--- src/rtl/sensor_scratchpad_crc_checker_top_assert.svh ---
// assertion macros for the scratchpad crc checker
// used by sensor_scratchpad_crc_checker_top; expects clk and rst in scope
`ifndef SENSOR_SCRATCHPAD_CRC_CHECKER_TOP_ASSERT_SVH
`define SENSOR_SCRATCHPAD_CRC_CHECKER_TOP_ASSERT_SVH

// condition in this cycle implies consequence in this cycle
`define SSCC_ASSERT_NOW(label, cond, cons, msg) \
  label: assert property (@(posedge clk) disable iff (rst) (cond) |-> (cons)) \
    else $error(msg);

// condition in this cycle implies consequence in the next cycle
`define SSCC_ASSERT_NEXT(label, cond, cons, msg) \
  label: assert property (@(posedge clk) disable iff (rst) (cond) |=> (cons)) \
    else $error(msg);

`endif

--- src/rtl/sscc_pkg.sv ---
// shared constants, types and the crc-8 update for the scratchpad crc checker
// no dependencies
package sscc_pkg;

  localparam int FRAME_BYTES_DEF = 9;
  localparam int POS_W           = 4;

  localparam logic [7:0]  CRC_POLY   = 8'h8C;
  localparam logic [15:0] SIGN_MASK  = 16'hF800;
  localparam logic [15:0] INT_MASK   = 16'h07F0;
  localparam logic [15:0] FRAC_MASK  = 16'h000F;
  localparam logic [9:0]  FRAC_SCALE = 10'd625;

  // frame result handed from the frame tracker to the output stage
  typedef struct packed {
    logic [15:0] raw;
    logic        crc_error;
  } frame_res_t;

  // one byte of the reflected 1-wire crc, bit by bit
  function automatic logic [7:0] crc8_update(input logic [7:0] crc, input logic [7:0] data);
    logic [7:0] c;
    c = crc ^ data;
    for (int b = 0; b < 8; b++) begin
      if (c[0]) begin
        c = (c >> 1) ^ CRC_POLY;
      end else begin
        c = c >> 1;
      end
    end
    return c;
  endfunction

endpackage

--- src/rtl/sscc_frame.sv ---
// frame position, running crc and temperature bytes of one scratchpad frame
// depends on sscc_pkg
module sscc_frame #(
  parameter int FRAME_BYTES = sscc_pkg::FRAME_BYTES_DEF
) (
  input  logic                 clk,
  input  logic                 rst,
  input  logic                 step,
  input  logic [7:0]           rx_byte,
  input  logic                 frame_start,
  output logic                 hit,
  output sscc_pkg::frame_res_t res
);

  localparam logic [sscc_pkg::POS_W-1:0] LAST_POS =
    sscc_pkg::POS_W'(FRAME_BYTES - 1);
  localparam logic [sscc_pkg::POS_W-1:0] END_POS = sscc_pkg::POS_W'(FRAME_BYTES);

  logic [sscc_pkg::POS_W-1:0] byte_position, byte_position_next;
  logic [7:0] running_crc, running_crc_next;
  logic [7:0] temp_low_byte, temp_high_byte;
  logic [sscc_pkg::POS_W-1:0] pos_eff;
  logic [7:0] crc_eff;
  logic       live;

  // start flag restarts position and crc before the byte is taken
  assign pos_eff = frame_start ? '0 : byte_position;
  assign crc_eff = frame_start ? 8'h00 : running_crc;
  assign live    = (pos_eff < END_POS);
  assign hit     = live && (pos_eff == LAST_POS);

  assign res.raw       = {temp_high_byte, temp_low_byte};
  assign res.crc_error = (crc_eff != rx_byte);

  // next position and crc
  always_comb begin
    byte_position_next = byte_position;
    running_crc_next   = running_crc;
    if (frame_start) begin
      byte_position_next = '0;
      running_crc_next   = 8'h00;
    end
    if (live) begin
      if (hit) begin
        byte_position_next = END_POS;
      end else begin
        byte_position_next = pos_eff + 1'b1;
        running_crc_next   = sscc_pkg::crc8_update(crc_eff, rx_byte);
      end
    end
  end

  // control state
  always_ff @(posedge clk) begin
    if (rst) begin
      byte_position <= '0;
      running_crc   <= 8'h00;
    end else if (step) begin
      byte_position <= byte_position_next;
      running_crc   <= running_crc_next;
    end
  end

  // temperature bytes, reset to zero as they are visible without a frame
  always_ff @(posedge clk) begin
    if (rst) begin
      temp_low_byte  <= 8'h00;
      temp_high_byte <= 8'h00;
    end else if (step && live) begin
      if (pos_eff == '0) begin
        temp_low_byte <= rx_byte;
      end else if (pos_eff == sscc_pkg::POS_W'(1)) begin
        temp_high_byte <= rx_byte;
      end
    end
  end

endmodule

--- src/rtl/sensor_scratchpad_crc_checker_top.sv ---
// Scratchpad CRC checker: takes scratchpad bytes on the input channel, gives
// one decoded temperature result per frame on the output channel.
// Input channel: in_valid / in_stall with rx_byte and frame_start. A transfer
// happens on a rising edge with in_valid high and in_stall low. frame_start
// marks byte zero of a frame; without it, bytes continue the current frame.
// Output channel: out_valid / out_stall with temperature_raw, crc_error,
// sign_negative, integer_part and fraction_part, one result per frame.
// The CRC-8 (reflected 0x8C, init 0) covers bytes 0 to FRAME_BYTES-2 and is
// compared with the last byte; bytes after the last give nothing until the
// next start.
// Each byte passes the input register, and a result then the result register.
// Throughput: one byte per cycle while in_stall is low, as the byte-wide CRC
// update between the two registers is combinational.
// When out_stall holds a result, bytes that give no result keep flowing; a
// byte that would give a result waits in the input register and in_stall
// rises only then.
// Reset: synchronous rst empties both registers, sets the frame position to
// byte zero and clears the CRC and temperature bytes.
// Depends on sscc_pkg, sscc_frame and the assertion header.
`include "sensor_scratchpad_crc_checker_top_assert.svh"

module sensor_scratchpad_crc_checker_top #(
  parameter int FRAME_BYTES = sscc_pkg::FRAME_BYTES_DEF
) (
  input  logic               clk,
  input  logic               rst,
  input  logic               in_valid,
  output logic               in_stall,
  input  logic [7:0]         rx_byte,
  input  logic               frame_start,
  output logic               out_valid,
  input  logic               out_stall,
  output logic signed [15:0] temperature_raw,
  output logic               crc_error,
  output logic               sign_negative,
  output logic [6:0]         integer_part,
  output logic [13:0]        fraction_part
);

  logic       s1_valid;
  logic [7:0] s1_byte;
  logic       s1_start;
  logic       s1_advance, s1_fire, in_fire, res_load;
  logic       hit;
  sscc_pkg::frame_res_t fres;
  logic [15:0] mag;
  logic [13:0] frac_next;

  // a result-bearing byte waits only while the result register is held
  assign s1_advance = !(hit && out_valid && out_stall);
  assign s1_fire    = s1_valid && s1_advance;
  assign in_stall   = s1_valid && !s1_advance;
  assign in_fire    = in_valid && !in_stall;
  assign res_load   = s1_fire && hit;

  // input register
  always_ff @(posedge clk) begin
    if (rst) begin
      s1_valid <= 1'b0;
    end else if (in_fire) begin
      s1_valid <= 1'b1;
    end else if (s1_fire) begin
      s1_valid <= 1'b0;
    end
  end

  always_ff @(posedge clk) begin
    if (in_fire) begin
      s1_byte  <= rx_byte;
      s1_start <= frame_start;
    end
  end

  sscc_frame #(
    .FRAME_BYTES(FRAME_BYTES)
  ) u_frame (
    .clk         (clk),
    .rst         (rst),
    .step        (s1_fire),
    .rx_byte     (s1_byte),
    .frame_start (s1_start),
    .hit         (hit),
    .res         (fres)
  );

  // magnitude of the temperature word and fraction in ten-thousandths
  assign mag       = fres.raw[15] ? (16'h0000 - fres.raw) : fres.raw;
  assign frac_next = {10'd0, mag[3:0]} * {4'd0, sscc_pkg::FRAC_SCALE};

  // result register valid
  always_ff @(posedge clk) begin
    if (rst) begin
      out_valid <= 1'b0;
    end else if (res_load) begin
      out_valid <= 1'b1;
    end else if (!out_stall) begin
      out_valid <= 1'b0;
    end
  end

  // result register payload
  always_ff @(posedge clk) begin
    if (res_load) begin
      temperature_raw <= signed'(fres.raw);
      crc_error       <= fres.crc_error;
      sign_negative   <= |(fres.raw & sscc_pkg::SIGN_MASK);
      integer_part    <= 7'((mag & sscc_pkg::INT_MASK) >> 4);
      fraction_part   <= frac_next;
    end
  end

  // checks on the pipeline control
  `SSCC_ASSERT_NEXT(a_hit_gives_result, res_load, out_valid, "frame result not presented")
  `SSCC_ASSERT_NOW(a_stall_only_on_hit, in_stall, s1_valid && hit && out_valid && out_stall, "input stalled without a held result")
  `SSCC_ASSERT_NEXT(a_result_drains, out_valid && !out_stall && !res_load, !out_valid, "result repeated after transfer")

endmodule

--- config.mk ---
export PLATFORM = sky130hd
export DESIGN_NAME = sensor_scratchpad_crc_checker_top
export DESIGN_NICKNAME = d
export VERILOG_FILES = /design/src/rtl/sscc_pkg.sv /design/src/rtl/sscc_frame.sv /design/src/rtl/sensor_scratchpad_crc_checker_top.sv
export VERILOG_INCLUDE_DIRS = /design/src /design/src/rtl
export SDC_FILE = /design/constraint.sdc
export NUM_CORES = 1
export LEC_CHECK = 0
export ABC_AREA = 1
export BUFFER_PORTS_ARGS = -buffer_cell sky130_fd_sc_hd__buf_2
export CORE_MARGIN = 4
export CORE_UTILIZATION = 28
export DETAILED_ROUTE_END_ITERATION = 8
export GPL_TIMING_DRIVEN = 0
export PLACE_DENSITY = 0.42
export SLEW_MARGIN = 20
export SYNTH_ARGS = -nofsm -noshare
export SYNTH_HDL_FRONTEND = slang
export SYNTH_HIERARCHICAL = 1
export SYNTH_SLANG_ARGS = --single-unit
--- constraint.sdc ---
create_clock -name clk -period 4 [get_ports clk]
set_clock_uncertainty 0.2 [all_clocks]
set_input_delay 0.4 -clock clk [delete_from_list [all_inputs] [get_ports clk]]
set_output_delay 0.4 -clock clk [all_outputs]
set_load 0.005 [all_outputs]
==> flow_metrics.py <==
metrics = {
    "timing": {
        "holdWs_ns": 0.03524,
        "max_freq_mhz": 284.1,
        "rsz0062_at_grt": "no",
        "finalHoldViolCount": 0,
        "finalSetupViolCount": 0,
        "post-route-period-util_pct": 87.99,
        "worst_slew_pin_slew_ns": 0.8028,
        "finalCriticalPeriod_ns": 3.520,
        "drv_slew": 0,
        "max_slew_margin_pct": 46.28,
        "fin_setup_tns_ns": 0,
        "finalWorstSetupSlack_ns": 0.4804,
    },
    "placement": {
        "pre_cts_slack_ns": 0.4686,
        "dp_hpwl_um": 6098,
        "portBuffers": 53,
        "gp_congestion": 0.8436,
    },
    "status": {
        "status": "finished clean",
    },
    "clock_tree": {
        "cts_resized": 0,
        "clk_pin_slew_ns": 0.06,
        "cts-buffers-inserted": 9,
        "clock_path_buffers": 2,
        "cts.hold.buffers_added": 0,
        "clk_latency_ns": 0.34,
        "clock-sinks": 76,
        "tritoncts": "yes",
        "htreeDepth": 3,
        "post_cts_buffers": 0,
        "root_buffer": "clkbuf_16",
    },
    "detailed_routing": {
        "drc": 0,
        "drtIter0Drc": 102,
        "topRoutingLayerUsed": "met4",
        "antenna_left": 0,
        "dr_wl_met3_um": 411,
        "detail_route.first_pass.iterations": 4,
        "wl_um": 8004,
        "dr_total_vias": 2715,
        "wl_per_cell_um": 12.53,
        "wl_met2_um": 3932,
        "viasPerCell": 4.249,
        "drt-met1-wl_um": 3539,
    },
    "critical_path": {
        "worst-path-buf-inv": 2,
        "cp.arrival_ns": 3.41,
        "critPathSlowestCell": "dfxtp_1",
        "end_kind": "flop",
        "cp.required_ns": 3.89,
        "critical_path_depth": 15,
        "reg2reg_depth": 15,
        "cp-start-kind": "flop",
        "critical_path.top_delay_family": "adder cells",
        "rrSetupSlack_ns": 0.48,
        "path_max_fanout": 10,
        "worstPathCellList": "inv_1 -> ha_1 -> inv_1 -> nand2_2 -> xor2_4 -> xor2_1 -> ha_1 -> ha_1 -> fa_1 -> nand3_1 -> nand3_1 -> nand2_1 -> nand2_1 -> nand3_1 -> nand2_1",
        "max_stage_delay_ns": 0.50,
        "critPathKind": "reg2reg",
    },
    "synth": {
        "synthFlopType": "edfxtp_1",
        "synth.avg_cell_area_um2": 9.319,
        "synthesis.nets": 427,
        "synth.distinct_cells": 34,
        "syn_inst": 397,
        "synth_enable_flop_cells": 46,
        "synth_top_cell_area_share_pct": 37.34,
        "async_flop_share_pct": 0,
        "yosysTopAreaCell": "edfxtp_1",
        "synthTopCellsByArea": "edfxtp_1, dfxtp_1, nand2_1",
        "ys_seq_elements": 76,
        "yosysSeqAreaShare_pct": 53.57,
        "netlist_area_mm2": 0.003700,
        "yosys_warnings": 6,
    },
    "run": {
        "max-cap-violations": 0,
    },
    "global_routing": {
        "grt_pass1_vias": 2706,
        "grt_pass1_wl_um": 13380,
        "overflow": 0,
        "grt_use_total_pct": 11.63,
        "grt_max_degree": 26,
        "grt_antenna_before_repair": 0,
    },
    "hold_path": {
        "hold_path_class": "in2reg",
        "whs_path_depth": 1,
    },
    "floorplan": {
        "core.rowCount": 41,
        "dieArea_mm2": 0.01512,
        "core_mm2": 0.01277,
        "die_x_um": 123.0,
        "dieHeight_um": 123.0,
        "initial_core_util_pct": 28.96,
        "io_pins": 54,
    },
    "cells_and_area": {
        "layout_commonest_cell": "nand2_1",
        "layout_common_cells": "nand2_1, inv_1, buf_2, edfxtp_1, nor2_1",
        "final_nets": 492,
        "fin_util_pct": 35.72,
        "syn_to_final_growth_pct": 23.33,
        "drive_above_1_share_pct": 19.70,
        "n_antenna_cell": 0,
    },
    "power_and_ir_drop": {
        "powerDensity_mw_per_mm2": 455.6,
        "leakagePower_nw": 1.995,
        "vdd_drop_max_v": 0.0002336,
    },
}
metrics by stage:
| stage | total power [mW] | instances | instance area (um2) |
|---|---|---|---|
| 2_1_floorplan | 1.049 | 397 | 3700 |
| 3_3_place_gp | 1.104 | 622 | 4180 |
| 3_5_place_dp | 1.107 | 623 | 4200 |
| 4_1_cts | 2.114 | 639 | 4563 |
| 5_1_grt | 2.178 | 639 | 4563 |
| 6_report | 2.079 | 639 | 4563 |
cell families after synthesis:
logic type      after synthesis  synth area share (%)
flops                        76                 53.57
compound gates               46                 6.561
fa+ha+maj                    17                 5.952
xor+xnor                     19                 5.918
buf+inv                      69                 7.575
simple gates                170                 20.43
worst paths after layout:
| path | start | end |
|---|---|---|
| max | u_frame/temp_low_byte[0] | fraction_part[12] |
| min | rx_byte[7] | s1_byte[7] |
| max reg2reg | u_frame/temp_low_byte[0] | fraction_part[12] |
| min reg2reg | u_frame/temp_high_byte[3] | temperature_raw[11] |
worst reg2reg max path: cells and delay by family (launching register included):
family,cells,cell delay (ns)
flip-flops,1,0.50
AND/OR/NAND/NOR,7,0.54
XOR/XNOR,2,0.54
adder cells (fa/ha/maj),4,1.32
buffers and inverters,2,0.17
registers in the layout, summed over array words and instances (netlist names):
register	flops
crc_error	1
fraction_part	12
integer_part	7
out_valid	1
s1_byte	8
s1_start	1
s1_valid	1
sign_negative	1
temperature_raw	16
u_frame/byte_position	4
u_frame/running_crc	8
u_frame/temp_high_byte	8
u_frame/temp_low_byte	8
routing by layer:
layer  vias up  global-route usage [%]
met5         -                       0
met4         0                   3.989
met3         8                   3.980
met2        43                   20.43
met1      1241                   13.14
li1       1423                       -
synth_stat cells, types with 2 or more instances:
library cell / n
a21oi_1: 21
buf_2: 2
buf_4: 3
clkbuf_1: 4
dfxtp_1: 30
edfxtp_1: 46
ha_1: 16
inv_1: 56
inv_2: 3
nand2_1: 77
nand2_2: 5
nand3_1: 26
nand3_2: 3
nand3b_1: 3
nand4_1: 5
nor2_1: 44
nor3_1: 2
nor4_1: 2
o21ai_0: 18
o21ai_1: 2
xnor2_1: 4
xor2_1: 11
xor2_2: 2
xor2_4: 2
power by group:
group          leakage [nW]  switching, mW  internal [mW]  total (mW)
combinational          1.19          0.137         0.0771       0.214
sequential            0.628         0.0186          0.857       0.875
clock                 0.177          0.316          0.674       0.989
total                  2.00          0.472           1.61        2.08
layout make-up:
cell class | instances | area (um2)
Sequential cell | 76 | 1982
Multi-Input combinational cell | 252 | 1438
Timing Repair Buffer | 54 | 285.3
Clock inverter | 6 | 133.9
Tap cell | 172 | 215.2
Clock buffer | 10 | 229.0
Fill cell | 1333 | 8210
Inverter | 59 | 221.5
Buffer | 10 | 58.81
Power figures use the tool's default switching activity.
